**src/hw/rtl/dwsm_pkg.sv**
```systemverilog
`timescale 1ns / 1ps

package dwsm_pkg;

    // fixed field widths of the transactions
    localparam int unsigned SCALE_W     = 16;
    localparam int unsigned EDGE_W      = 4;
    localparam int unsigned OUT_SPEED_W = 8;
    localparam int unsigned CFG_DATA_W  = 16;
    localparam int unsigned CFG_ADDR_W  = 1;

    // configuration register indexes
    localparam logic [CFG_ADDR_W-1:0] CFG_SPEED_SCALE       = 1'b0;
    localparam logic [CFG_ADDR_W-1:0] CFG_EDGES_PER_MEASURE = 1'b1;

    localparam logic [SCALE_W-1:0] SPEED_SCALE_RST       = 16'd5105;
    localparam logic [EDGE_W-1:0]  EDGES_PER_MEASURE_RST = 4'd4;

    typedef struct packed {
        logic left_level;
        logic right_level;
    } t_in;

    typedef struct packed {
        logic [OUT_SPEED_W-1:0] left_speed_out;
        logic [OUT_SPEED_W-1:0] right_speed_out;
        logic                   left_updated;
        logic                   right_updated;
    } t_out;

    // divider status toward the sequencer
    typedef struct packed {
        logic busy;
        logic done;
    } t_div_stat;

    typedef enum logic [2:0] {
        ST_IDLE,
        ST_LEFT,
        ST_LWAIT,
        ST_RIGHT,
        ST_RWAIT,
        ST_DONE
    } t_state;

endpackage

```
**src/hw/rtl/dwsm_div.sv**
```systemverilog
`timescale 1ns / 1ps

// restoring divider, one quotient bit per cycle
module dwsm_div #(
    parameter int unsigned NUM_W = 18,
    parameter int unsigned DEN_W = 9
) (
    input  logic                 i_clk,
    input  logic                 i_rst_n,
    input  logic                 i_start,
    input  logic [NUM_W-1:0]     i_num,
    input  logic [DEN_W-1:0]     i_den,
    output dwsm_pkg::t_div_stat  o_stat,
    output logic [NUM_W-1:0]     o_quot
);

    localparam int unsigned CNT_W = $clog2(NUM_W + 1);

    logic [CNT_W-1:0] r_cnt;
    logic             r_busy;
    logic             r_done;
    logic [DEN_W-1:0] r_rem;
    logic [DEN_W-1:0] r_den;
    logic [NUM_W-1:0] r_quo;

    logic [DEN_W:0]   trial;
    logic [DEN_W:0]   diff;
    logic             ge;

    assign trial = {r_rem, r_quo[NUM_W-1]};
    assign diff  = trial - {1'b0, r_den};
    assign ge    = (trial >= {1'b0, r_den});

    always_ff @(posedge i_clk) begin
        if (!i_rst_n) begin
            r_busy <= 1'b0;
            r_done <= 1'b0;
            r_cnt  <= '0;
        end else begin
            r_done <= 1'b0;
            if (i_start && !r_busy) begin
                r_busy <= 1'b1;
                r_cnt  <= CNT_W'(NUM_W);
            end else if (r_busy) begin
                r_cnt <= r_cnt - 1'b1;
                if (r_cnt == CNT_W'(1)) begin
                    r_busy <= 1'b0;
                    r_done <= 1'b1;
                end
            end
        end
    end

    always_ff @(posedge i_clk) begin
        if (i_start && !r_busy) begin
            r_rem <= '0;
            r_den <= i_den;
            r_quo <= i_num;
        end else if (r_busy) begin
            r_rem <= ge ? diff[DEN_W-1:0] : trial[DEN_W-1:0];
            r_quo <= {r_quo[NUM_W-2:0], ge};
        end
    end

    assign o_stat.busy = r_busy;
    assign o_stat.done = r_done;
    assign o_quot      = r_quo;

endmodule

```
**src/hw/rtl/dual_wheel_period_speed_meter_top.sv**
```systemverilog
`timescale 1ns / 1ps
// sequence: the input transaction leads to ST_LEFT, ST_RIGHT, ST_DONE, with a wait in
//   ST_LWAIT or ST_RWAIT for each wheel that measures on the shared serial divider
// flow: the input stalls until the result is loaded into the output register, so
//   a new transaction waits; a stalled output register stretches this further
// reset: synchronous active-low i_rst_n clears counters, speeds and levels,
//   loads speed_scale = 5105 and edges_per_measure = 4

module dual_wheel_period_speed_meter_top #(
    parameter int unsigned TICK_COUNT_WIDTH = 8,
    parameter int unsigned SPEED_WIDTH      = 8
) (
    input  logic                                i_clk,
    input  logic                                i_rst_n,
    // input channel
    input  logic                                i_in_valid,
    output logic                                o_in_stall,
    input  dwsm_pkg::t_in                       i_in_data,
    // output channel
    output logic                                o_out_valid,
    input  logic                                i_out_stall,
    output dwsm_pkg::t_out                      o_out_data,
    // configuration write port
    input  logic                                i_cfg_we,
    input  logic [dwsm_pkg::CFG_ADDR_W-1:0]     i_cfg_addr,
    input  logic [dwsm_pkg::CFG_DATA_W-1:0]     i_cfg_wdata
);

    localparam int unsigned TW     = TICK_COUNT_WIDTH;
    // numerator 2*scale + ticks, one bit above the wider addend
    localparam int unsigned NUM_W  = ((2 * dwsm_pkg::SCALE_W > 2 * TW) ?
                                      dwsm_pkg::SCALE_W : TW) + 2;
    localparam int unsigned DEN_W  = TW + 1;
    localparam logic [TW-1:0]    TICK_MAX  = {TW{1'b1}};
    localparam logic [NUM_W-1:0] SPEED_MAX = NUM_W'({SPEED_WIDTH{1'b1}});

    // configuration registers
    logic [dwsm_pkg::SCALE_W-1:0] r_scale;
    logic [dwsm_pkg::EDGE_W-1:0]  r_epm;

    // per-wheel state
    logic                         r_l_last, r_r_last;
    logic [dwsm_pkg::EDGE_W-1:0]  r_l_edges, r_r_edges;
    logic [TW-1:0]                r_l_ticks, r_r_ticks;
    logic [SPEED_WIDTH-1:0]       r_l_speed, r_r_speed;

    // measurement requests latched at the input transaction
    logic                         r_l_trig, r_r_trig;
    logic [TW-1:0]                r_l_div, r_r_div;

    // sequencer and output register
    dwsm_pkg::t_state             r_state, n_state;
    logic                         r_out_valid;
    dwsm_pkg::t_out               r_out_data;

    logic                         in_acc;
    logic                         out_load;
    logic                         div_start;
    logic                         div_sel_right;
    logic [NUM_W-1:0]             div_num;
    logic [DEN_W-1:0]             div_den;
    dwsm_pkg::t_div_stat          div_stat;
    logic [NUM_W-1:0]             div_quot;
    logic [SPEED_WIDTH-1:0]       sat_speed;

    // next tick counts, saturating
    logic [TW-1:0]                l_tick_nx, r_tick_nx;
    logic [dwsm_pkg::EDGE_W:0]    l_edge_nx, r_edge_nx;
    logic                         l_edge, r_edge;
    logic                         l_meas, r_meas;

    assign in_acc    = i_in_valid && !o_in_stall;
    assign o_in_stall = (r_state != dwsm_pkg::ST_IDLE);

    assign l_tick_nx = (r_l_ticks == TICK_MAX) ? r_l_ticks : r_l_ticks + 1'b1;
    assign r_tick_nx = (r_r_ticks == TICK_MAX) ? r_r_ticks : r_r_ticks + 1'b1;
    assign l_edge    = (i_in_data.left_level  != r_l_last);
    assign r_edge    = (i_in_data.right_level != r_r_last);
    assign l_edge_nx = {1'b0, r_l_edges} + 1'b1;
    assign r_edge_nx = {1'b0, r_r_edges} + 1'b1;
    // a setting below the running count measures on the next edge
    assign l_meas    = l_edge && (l_edge_nx >= {1'b0, r_epm});
    assign r_meas    = r_edge && (r_edge_nx >= {1'b0, r_epm});

    // configuration writes
    always_ff @(posedge i_clk) begin
        if (!i_rst_n) begin
            r_scale <= dwsm_pkg::SPEED_SCALE_RST;
            r_epm   <= dwsm_pkg::EDGES_PER_MEASURE_RST;
        end else if (i_cfg_we) begin
            unique case (i_cfg_addr)
                dwsm_pkg::CFG_SPEED_SCALE: begin
                    r_scale <= i_cfg_wdata[dwsm_pkg::SCALE_W-1:0];
                end
                dwsm_pkg::CFG_EDGES_PER_MEASURE: begin
                    r_epm <= i_cfg_wdata[dwsm_pkg::EDGE_W-1:0];
                end
                default: begin
                    r_epm <= r_epm;
                end
            endcase
        end
    end

    // shared divider operands: (2*scale + ticks) / (2*ticks)
    logic [TW-1:0] div_ticks;
    assign div_ticks = div_sel_right ? r_r_div : r_l_div;
    assign div_num   = {{(NUM_W - dwsm_pkg::SCALE_W - 1){1'b0}}, r_scale, 1'b0}
                     + NUM_W'(div_ticks);
    assign div_den   = {div_ticks, 1'b0};

    dwsm_div #(
        .NUM_W (NUM_W),
        .DEN_W (DEN_W)
    ) u_div (
        .i_clk   (i_clk),
        .i_rst_n (i_rst_n),
        .i_start (div_start),
        .i_num   (div_num),
        .i_den   (div_den),
        .o_stat  (div_stat),
        .o_quot  (div_quot)
    );

    // speed saturates at the top of its range
    assign sat_speed = (div_quot > SPEED_MAX) ? {SPEED_WIDTH{1'b1}}
                                              : div_quot[SPEED_WIDTH-1:0];

    // sequencer: left division, right division, each only when requested, then hand off the result
    always_comb begin
        n_state       = r_state;
        div_start     = 1'b0;
        div_sel_right = 1'b0;
        out_load      = 1'b0;
        unique case (r_state)
            dwsm_pkg::ST_IDLE: begin
                if (in_acc) begin
                    n_state = dwsm_pkg::ST_LEFT;
                end
            end
            dwsm_pkg::ST_LEFT: begin
                if (r_l_trig) begin
                    div_start = 1'b1;
                    n_state   = dwsm_pkg::ST_LWAIT;
                end else begin
                    n_state = dwsm_pkg::ST_RIGHT;
                end
            end
            dwsm_pkg::ST_LWAIT: begin
                if (div_stat.done) begin
                    n_state = dwsm_pkg::ST_RIGHT;
                end
            end
            dwsm_pkg::ST_RIGHT: begin
                div_sel_right = 1'b1;
                if (r_r_trig) begin
                    div_start = 1'b1;
                    n_state   = dwsm_pkg::ST_RWAIT;
                end else begin
                    n_state = dwsm_pkg::ST_DONE;
                end
            end
            dwsm_pkg::ST_RWAIT: begin
                div_sel_right = 1'b1;
                if (div_stat.done) begin
                    n_state = dwsm_pkg::ST_DONE;
                end
            end
            dwsm_pkg::ST_DONE: begin
                // wait for room in the output register
                if (!r_out_valid || !i_out_stall) begin
                    out_load = 1'b1;
                    n_state  = dwsm_pkg::ST_IDLE;
                end
            end
            default: begin
                n_state = dwsm_pkg::ST_IDLE;
            end
        endcase
    end

    always_ff @(posedge i_clk) begin
        if (!i_rst_n) begin
            r_state <= dwsm_pkg::ST_IDLE;
        end else begin
            r_state <= n_state;
        end
    end

    // wheel state update at the input transaction, speeds loaded when a division completes
    always_ff @(posedge i_clk) begin
        if (!i_rst_n) begin
            r_l_last  <= 1'b0;
            r_r_last  <= 1'b0;
            r_l_edges <= '0;
            r_r_edges <= '0;
            r_l_ticks <= '0;
            r_r_ticks <= '0;
            r_l_speed <= '0;
            r_r_speed <= '0;
            r_l_trig  <= 1'b0;
            r_r_trig  <= 1'b0;
        end else begin
            if (in_acc) begin
                r_l_last <= i_in_data.left_level;
                r_r_last <= i_in_data.right_level;
                r_l_trig <= l_meas;
                r_r_trig <= r_meas;
                if (l_meas) begin
                    r_l_edges <= '0;
                    r_l_ticks <= '0;
                end else begin
                    r_l_ticks <= l_tick_nx;
                    if (l_edge) begin
                        r_l_edges <= l_edge_nx[dwsm_pkg::EDGE_W-1:0];
                    end
                end
                if (r_meas) begin
                    r_r_edges <= '0;
                    r_r_ticks <= '0;
                end else begin
                    r_r_ticks <= r_tick_nx;
                    if (r_edge) begin
                        r_r_edges <= r_edge_nx[dwsm_pkg::EDGE_W-1:0];
                    end
                end
            end
            if (div_stat.done && r_state == dwsm_pkg::ST_LWAIT) begin
                r_l_speed <= sat_speed;
            end
            if (div_stat.done && r_state == dwsm_pkg::ST_RWAIT) begin
                r_r_speed <= sat_speed;
            end
        end
    end

    // divisor snapshot, the tick count including this tick
    always_ff @(posedge i_clk) begin
        if (in_acc) begin
            r_l_div <= l_tick_nx;
            r_r_div <= r_tick_nx;
        end
    end

    // output register
    always_ff @(posedge i_clk) begin
        if (!i_rst_n) begin
            r_out_valid <= 1'b0;
        end else if (out_load) begin
            r_out_valid <= 1'b1;
        end else if (!i_out_stall) begin
            r_out_valid <= 1'b0;
        end
    end

    always_ff @(posedge i_clk) begin
        if (out_load) begin
            r_out_data.left_speed_out  <= r_l_speed[dwsm_pkg::OUT_SPEED_W-1:0];
            r_out_data.right_speed_out <= r_r_speed[dwsm_pkg::OUT_SPEED_W-1:0];
            r_out_data.left_updated    <= r_l_trig;
            r_out_data.right_updated   <= r_r_trig;
        end
    end

    assign o_out_valid = r_out_valid;
    assign o_out_data  = r_out_data;

    // divider is never left running while the sequencer is idle
    a_idle_div_quiet: assert property (@(posedge i_clk) disable iff (!i_rst_n)
        (r_state == dwsm_pkg::ST_IDLE) |-> !div_stat.busy)
        else $error("divider busy while sequencer idle");

    // a quotient only arrives while the sequencer waits for one
    a_done_in_wait: assert property (@(posedge i_clk) disable iff (!i_rst_n)
        div_stat.done |-> (r_state == dwsm_pkg::ST_LWAIT ||
                           r_state == dwsm_pkg::ST_RWAIT))
        else $error("divider result outside a wait state");

    // a new result follows the hand-off state
    a_out_from_done: assert property (@(posedge i_clk) disable iff (!i_rst_n)
        $rose(o_out_valid) |-> $past(r_state) == dwsm_pkg::ST_DONE)
        else $error("result raised outside hand-off");

    // no division is started for a wheel that did not request one
    a_start_req: assert property (@(posedge i_clk) disable iff (!i_rst_n)
        div_start |-> ((r_state == dwsm_pkg::ST_LEFT && r_l_trig) ||
                       (r_state == dwsm_pkg::ST_RIGHT && r_r_trig)))
        else $error("division started without request");

endmodule
```
**config.mk**
```make
export PLATFORM = sky130hd
export DESIGN_NAME = dual_wheel_period_speed_meter_top
export DESIGN_NICKNAME = d
export VERILOG_FILES = /design/src/hw/rtl/dwsm_pkg.sv /design/src/hw/rtl/dwsm_div.sv /design/src/hw/rtl/dual_wheel_period_speed_meter_top.sv
export SDC_FILE = /design/constraint.sdc
export NUM_CORES = 1
export LEC_CHECK = 0
export BUFFER_PORTS_ARGS = -buffer_cell sky130_fd_sc_hd__buf_4
export CORE_ASPECT_RATIO = 0.75
export CORE_MARGIN = 1
export CORE_UTILIZATION = 30
export CTS_CLUSTER_DIAMETER = 30
export DETAILED_ROUTE_END_ITERATION = 8
export PLACE_DENSITY = 0.53
export SLEW_MARGIN = 20
export SYNTH_ARGS = -nofsm -noshare
export SYNTH_HDL_FRONTEND = slang
export SYNTH_SLANG_ARGS = --single-unit
```
**constraint.sdc**
```tcl
create_clock -name i_clk -period 3.52 [get_ports i_clk]
set_input_delay 0.528 -clock i_clk [delete_from_list [all_inputs] [get_ports i_clk]]
set_output_delay 0.528 -clock i_clk [all_outputs]
set_load 0.05 [all_outputs]
```
==> qor.csv, run 1 <==
stage;metric;value;unit
run_status;status;complete, no violations;
critical_path;arrival;3.32;ns
critical_path;cp_max_fo;10;
synthesis;synth_warnings;0;
sta;rsz0062_at_grt;false;
power_and_ir_drop;peakVddDrop;310;µV
synthesis;synthTopCellsByArea;edfxtp_1, dfxtp_1, nand2_1;
routing;routed_wl;15500;µm
synthesis;yosysMostFrequentCell;nand2_1;
die;die_x;177;µm
synthesis;synth-seq-area-share;50.5;%
clock_network;clk_pin_slew_worst_paths;0.06;ns
clock_network;post_cts_resized;0;
sta;setup_slack;0.350;ns
sta;skew;0.00957;ns
routing;wl_per_cell;15.0;µm
clock_network;cts-htree-levels;4;
die;core;0.0223;mm²
worst_hold_path;hold_class;input port to register;
worst_hold_path;hold_end;r_scale[12]$_SDFFE_PN1P_;
critical_path;reg2reg_from;r_state[2]$_SDFFE_PN0P_;
synthesis;synth_edf_count;60;
routing;final_antenna_net_count;0;
place;place_ws;0.427;ns
clock_network;cts.sinks;144;
worst_hold_path;min_path_cells;3;
global_routing;grt_pass1_vias;4536;
critical_path;r2r_cells;10;
critical_path;critPathBufInv;1;
synthesis;synthTopCellsByCount;nand2_1, dfxtp_1, edfxtp_1;
sta;final.setup.tns;0;ns
synthesis;synth_largest_area_cell;edfxtp_1;
routing;via_count;5098;
clock_network;cts_tree;built;
critical_path;r2r-end;u_div.o_quot[13]$_DFFE_PP_;
sta;timing.final.crit_share;90.1;%
global_routing;grt.overflow.total;0;
cells_and_area;antenna_cells;0;
sta;hold_slack;0.317;ns
routing;drt_iter0_markers;418;
place;port_buffers;43;
critical_path;worst_ep_required_time;3.67;ns
synthesis;syn-cell-area;0.00690;mm²
sta;hold_violations;0;
sta;max_freq;315;MHz
power_and_ir_drop;power-per-cell-area;585;mW/mm²
cells_and_area;drive_gt1_share;16.1;%
global_routing;grt_pass1_wl;25000;µm
clock_network;clk_path_buf_depth;2;
clock_network;cts_setup_buffers;0;
critical_path;cpLargestDelayFamily;compound AO/OA/AOI/OAI gates;
clock_network;cts_buffers;17;
synthesis;postSynthAreaPerCell;10.1;µm²
sta;tightest_slew;0.839;ns
routing;drtPass1Iterations;5;
synthesis;syn_nets;741;
synthesis;synth_ff_type;dfxtp_1;
critical_path;critPathCaptureType;register;
routing;drc;0;
die;num_io_pins;44;
sta;relSlewSlack;44.0;%
power_and_ir_drop;p_leak;3.06;nW
place;gp_congestion;0.867;
cells_and_area;area_growth;17.4;%
critical_path;regToRegSetupSlack;0.35;ns
critical_path;max_stage_delay;0.49;ns
worst_hold_path;holdCritStartpoint;i_cfg_wdata[12];
global_routing;grt_use_total;13.7;%
die;fp.dieH;133;µm
synthesis;ys_seq_elements;144;
clock_network;hold_buffers;0;
clock_network;clock_latency;0.42;ns
sta;period_needed;3.17;ns
synthesis;synth_cell_types;64;
sta;slew_viol_final;0;
die;dieArea;0.0236;mm²
global_routing;antenna_found_initial;0;
critical_path;critical_path_class;register to register;
critical_path;crit_chain;nand2b_1 > o21ai_2 > buf_4 > mux2_2 > fa_1 > a211oi_1 > o211ai_1 > nand3_1 > xor2_1 > o21ai_0;
clock_network;cts-root-buf;clkbuf_16;
synthesis;synth_top_area_share;26.1;%
sta;finalSetupViolCount;0;
place;dpl.hpwl;10900;µm
critical_path;worst_setup_path_start_kind;register;
global_routing;grt_max_degree;45;
routing;drt-vias-per-instance;4.94;
synthesis;syn_inst;686;
cells_and_area;fin_nets;781;
die;initial_core_util;31.0;%
critical_path;critPathLaunch;r_state[2]$_SDFFE_PN0P_;
critical_path;slowest_stage;dfxtp_1;
die;rows;47;
flow_run;max_cap_viol_count;0;
synthesis;async_reset_ff_share;0;%
-- worst max-delay path by stage --
stage / cells past startpoint / to / slack [ns]
floorplan: 11 / u_div.o_quot[11]$_DFFE_PP_ / 0.57
global placement: 10 / u_div.o_quot[11]$_DFFE_PP_ / 0.44
detailed placement: 10 / u_div.o_quot[11]$_DFFE_PP_ / 0.43
CTS: 10 / u_div.o_quot[13]$_DFFE_PP_ / 0.36
global route: 10 / u_div.o_quot[15]$_DFFE_PP_ / 0.13
finish: 10 / u_div.o_quot[13]$_DFFE_PP_ / 0.35
-- stage by stage --
stage / util [%] / std cells / instance area (µm²) / total power, mW
after detailed placement: 33.7 / 1001 / 7500 / 2.92
final: 36.3 / 1033 / 8100 / 4.74
after global routing: 36.3 / 1033 / 8100 / 4.97
after CTS: 36.3 / 1033 / 8100 / 4.77
after floorplan: - / 686 / 6900 / 2.69
after global placement: 33.7 / 1001 / 7500 / 2.93
-- kinds of logic after synthesis --
kind of cell,after synthesis,synth area share (%)
simple gates,251,17.4
flops,144,50.5
buf+inv,58,3.84
mux,17,2.68
fa+ha+maj,31,5.84
xor+xnor,27,3.43
compound gates,158,16.4
-- power breakdown --
| group | total [mW] | internal (mW) | switching, mW |
|---|---|---|---|
| Sequential | 1.97 | 1.87 | 0.105 |
| Clock | 1.84 | 1.11 | 0.733 |
| Combinational | 0.930 | 0.372 | 0.559 |
-- layout make-up --
type                    count  area [µm²]
inverters                  29         121
multi-input cells         484        3160
fillers                  2238       14200
flip-flops and latches    144        3480
clock inverters            12         129
repair buffers             50         375
clock buffers              20         468
well taps                 294         368
-- state kept, by name, summed over array words and instances, names as in the netlist, 5 cells and up --
| signal | cells |
|---|---|
| r_scale | 16 |
| o_out_data | 18 |
| r_l_div | 8 |
| r_r_ticks | 8 |
| u_div.r_rem | 9 |
| u_div.r_cnt | 5 |
| r_l_speed | 8 |
| r_r_div | 8 |
| u_div.o_quot | 18 |
| r_l_ticks | 8 |
| r_r_speed | 8 |
| u_div.r_den | 8 |
-- worst min-delay path: cells and delay by family --
kind                   cells  cell delay, ns
buffers and inverters      1            0.08
and+or+nand+nor            2            0.10
-- routing by layer --
layer	global-route usage (%)	wire, µm	vias up	share of wire [%]
met5	0	0	-	0
met4	4.65	94	0	0.61
met3	3.31	789	7	5.1
met2	17.3	5800	126	37
met1	21.8	8830	2361	57
li1	-	-	2604	-
-- cell usage in the layout, fill, tap and decap left out, types with 6 or more instances in the layout --
master and n:
ha_1 29, edfxtp_1 60, xnor2_1 14, nor2_1 36, dfxtp_1 84, a31oi_1 9, o21a_1 6, nand2b_1 11
buf_4 50, nor3_1 11, xor2_1 13, inv_1 27, nand3_1 35, mux2_2 12, clkbuf_16 18, a21oi_1 44
nand2_1 106, a21o_1 8, or4_1 8, o21ai_0 23, o211ai_1 7, o221a_2 16, nand4_1 8, nor2b_1 6
Power figures use the tool's default switching activity.
==> inputs of run 2 (changes only) <==
- SYNTH_HIERARCHICAL: default -> 1
==> qor.csv, run 2 <==
stage;metric;value;unit;change
die;initial_core_util;30.8;%;-0.15 points
global_routing;grt.overflow.total;0;;unchanged
cells_and_area;final_common_cell;nand2_1;;
die;dieArea;0.0245;mm²;+3.7%
place;gp_congestion;0.877;;+1.2%
critical_path;arrival;3.40;ns;+0.08 ns
clock_network;cts_buffers;17;;unchanged
sta;skew;0.0133;ns;+0.00369 ns
cells_and_area;area_growth;17.1;%;
global_routing;grt_max_degree;41;;-8.9%
place;port_buffers;43;;unchanged
critical_path;critPathCaptureType;register;;
run_status;status;complete, no violations;;
clock_network;cts_tree;built;;
routing;drt_iter0_markers;320;;-23%
routing;drtPass1Iterations;5;;unchanged
synthesis;synth_warnings;6;;+6
clock_network;cts-root-buf;clkbuf_16;;
cells_and_area;final_cell_mix;nand2_1, dfxtp_1, edfxtp_1;;
sta;tightest_slew;1.03;ns;+0.193 ns
cells_and_area;fin_nets;805;;+3.1%
routing;final_antenna_net_count;0;;unchanged
worst_hold_path;hold_end;r_scale[8]$_SDFFE_PN1P_;;
sta;rsz0062_at_grt;false;;
global_routing;gr-usage-met2;20.4;%;+3.1 points
routing;drc;0;;unchanged
die;num_io_pins;44;;unchanged
routing;via_count;5168;;+1.4%
critical_path;r2r_cells;11;;+1
synthesis;syn-cell-area;0.00716;mm²;+3.8%
sta;setup_slack;0.290;ns;-0.0600 ns
clock_network;clk_pin_slew_worst_paths;0.07;ns;about the same
place;dpl.hpwl;10900;µm;-0.34%
clock_network;clock_latency;0.42;ns;about the same
routing;wl_per_cell;14.6;µm;-2.6%
synthesis;syn_nets;767;;+3.5%
die;rows;48;;+2.1%
die;die_x;180;µm;+1.8%
sta;period_needed;3.23;ns;+0.0600 ns
flow_run;max_cap_viol_count;0;;unchanged
global_routing;antenna_found_initial;0;;unchanged
synthesis;postSynthAreaPerCell;10.1;µm²;+0.12%
critical_path;cp_max_fo;10;;unchanged
cells_and_area;fillers;2281;;+1.9%
sta;timing.final.crit_share;91.8;%;+1.7 points
sta;slew_viol_final;0;;unchanged
power_and_ir_drop;peakVddDrop;394;µV;+27%
clock_network;cts-htree-levels;4;;unchanged
global_routing;busiest_layer;met2;;
global_routing;grt_pass1_wl;25700;µm;+2.6%
sta;max_freq;310;MHz;-1.9%
place;place_ws;0.289;ns;-0.137 ns
cells_and_area;instances_no_fill;1062;;+2.8%
global_routing;grt_pass1_vias;4990;;+10%
die;core;0.0232;mm²;+4.3%
global_routing;grt_use_met3;3.08;%;-0.23 points
critical_path;worst_setup_path_start_kind;register;;
cells_and_area;antenna_cells;0;;unchanged
synthesis;syn_inst;711;;+3.6%
die;fp.dieH;136;µm;+1.8%
critical_path;r2r-end;u_div/o_quot[15]$_DFFE_PP_;;
critical_path;critical_path_class;register to register;;
clock_network;clk_path_buf_depth;2;;unchanged
worst_hold_path;holdCritStartpoint;i_cfg_wdata[8];;
sta;finalSetupViolCount;0;;unchanged
routing;drt-vias-per-instance;4.87;;-1.4%
critical_path;regToRegSetupSlack;0.29;ns;-0.06 ns
worst_hold_path;hold_class;input port to register;;
worst_hold_path;min_path_cells;3;;unchanged
critical_path;reg2reg_from;r_state[2]$_SDFFE_PN0P_;;
power_and_ir_drop;p_leak;3.39;nW;+11%
clock_network;cts_setup_buffers;0;;unchanged
power_and_ir_drop;power-per-cell-area;601;mW/mm²;+2.7%
routing;routed_wl;15500;µm;+0.15%
clock_network;cts.sinks;145;;+0.69%
clock_network;hold_buffers;0;;unchanged
place;dp.cells;1030;;+2.9%
sta;hold_slack;0.312;ns;-0.00478 ns
global_routing;grt_use_total;13.3;%;-0.39 points
sta;hold_violations;0;;unchanged
clock_network;post_cts_resized;0;;unchanged
critical_path;worst_ep_required_time;3.69;ns;+0.02 ns
cells_and_area;drive_gt1_share;17.7;%;+1.6 points
power_and_ir_drop;power;5.04;mW;+6.3%
sta;final.setup.tns;0;ns;unchanged
global_routing;grtUsageMet1;18.6;%;-3.3 points
sta;relSlewSlack;31.2;%;-13 points
[run 2: per-layer routing]
metal	share of wire, %	routed length, µm
met4	0.82	128
met1	52	8030
met5	0	0
met3	3.4	525
met2	44	6850
[run 2: how the worst max path moves through the flow]
stage,start,endpoint,slack [ns]
after CTS,r_state[2]$_SDFFE_PN0P_,u_div/o_quot[15]$_DFFE_PP_,0.28
after detailed placement,r_state[2]$_SDFFE_PN0P_,u_div/o_quot[15]$_DFFE_PP_,0.29
after global placement,r_state[2]$_SDFFE_PN0P_,u_div/o_quot[15]$_DFFE_PP_,0.29
after global routing,r_state[2]$_SDFFE_PN0P_,u_div/o_quot[16]$_DFFE_PP_,0.02
after floorplan,r_state[0]$_SDFFE_PN0P_,u_div/o_quot[15]$_DFFE_PP_,0.51
final,r_state[2]$_SDFFE_PN0P_,u_div/o_quot[15]$_DFFE_PP_,0.29
[run 2: through the flow]
step	area [µm²]	util, %
2_1_floorplan	7160	-
3_3_place_gp	7770	33.4
3_5_place_dp	7770	33.4
4_1_cts	8390	36.1
5_1_grt	8390	36.1
6_report	8390	36.1
[run 2: report_power, final]
group	switching [mW]	internal, mW
logic	0.665	0.418
clock network	0.762	1.15
registers	0.113	1.93
total	1.54	3.50
[run 2: critical path, stage by stage (launching register included)]
cell and delay [ns]:
dfxtp_1 0.56, nand2_1 0.11, o21ai_2 0.12, buf_4 0.20, mux2_2 0.35, ha_1 0.35
nor2b_1 0.18, o211ai_1 0.12, a21oi_1 0.39, nand3_1 0.19, xnor2_1 0.16, mux2_2 0.26
[run 2: final cells by class]
type,instances,area (µm²),area share [%]
Tap cell,300,375,4.48
Inverter,29,110,1.31
Timing Repair Buffer,51,383,4.57
Clock buffer,19,443,5.28
Clock inverter,13,176,2.10
Multi-Input combinational cell,505,3380,40.4
Sequential cell,145,3510,41.9
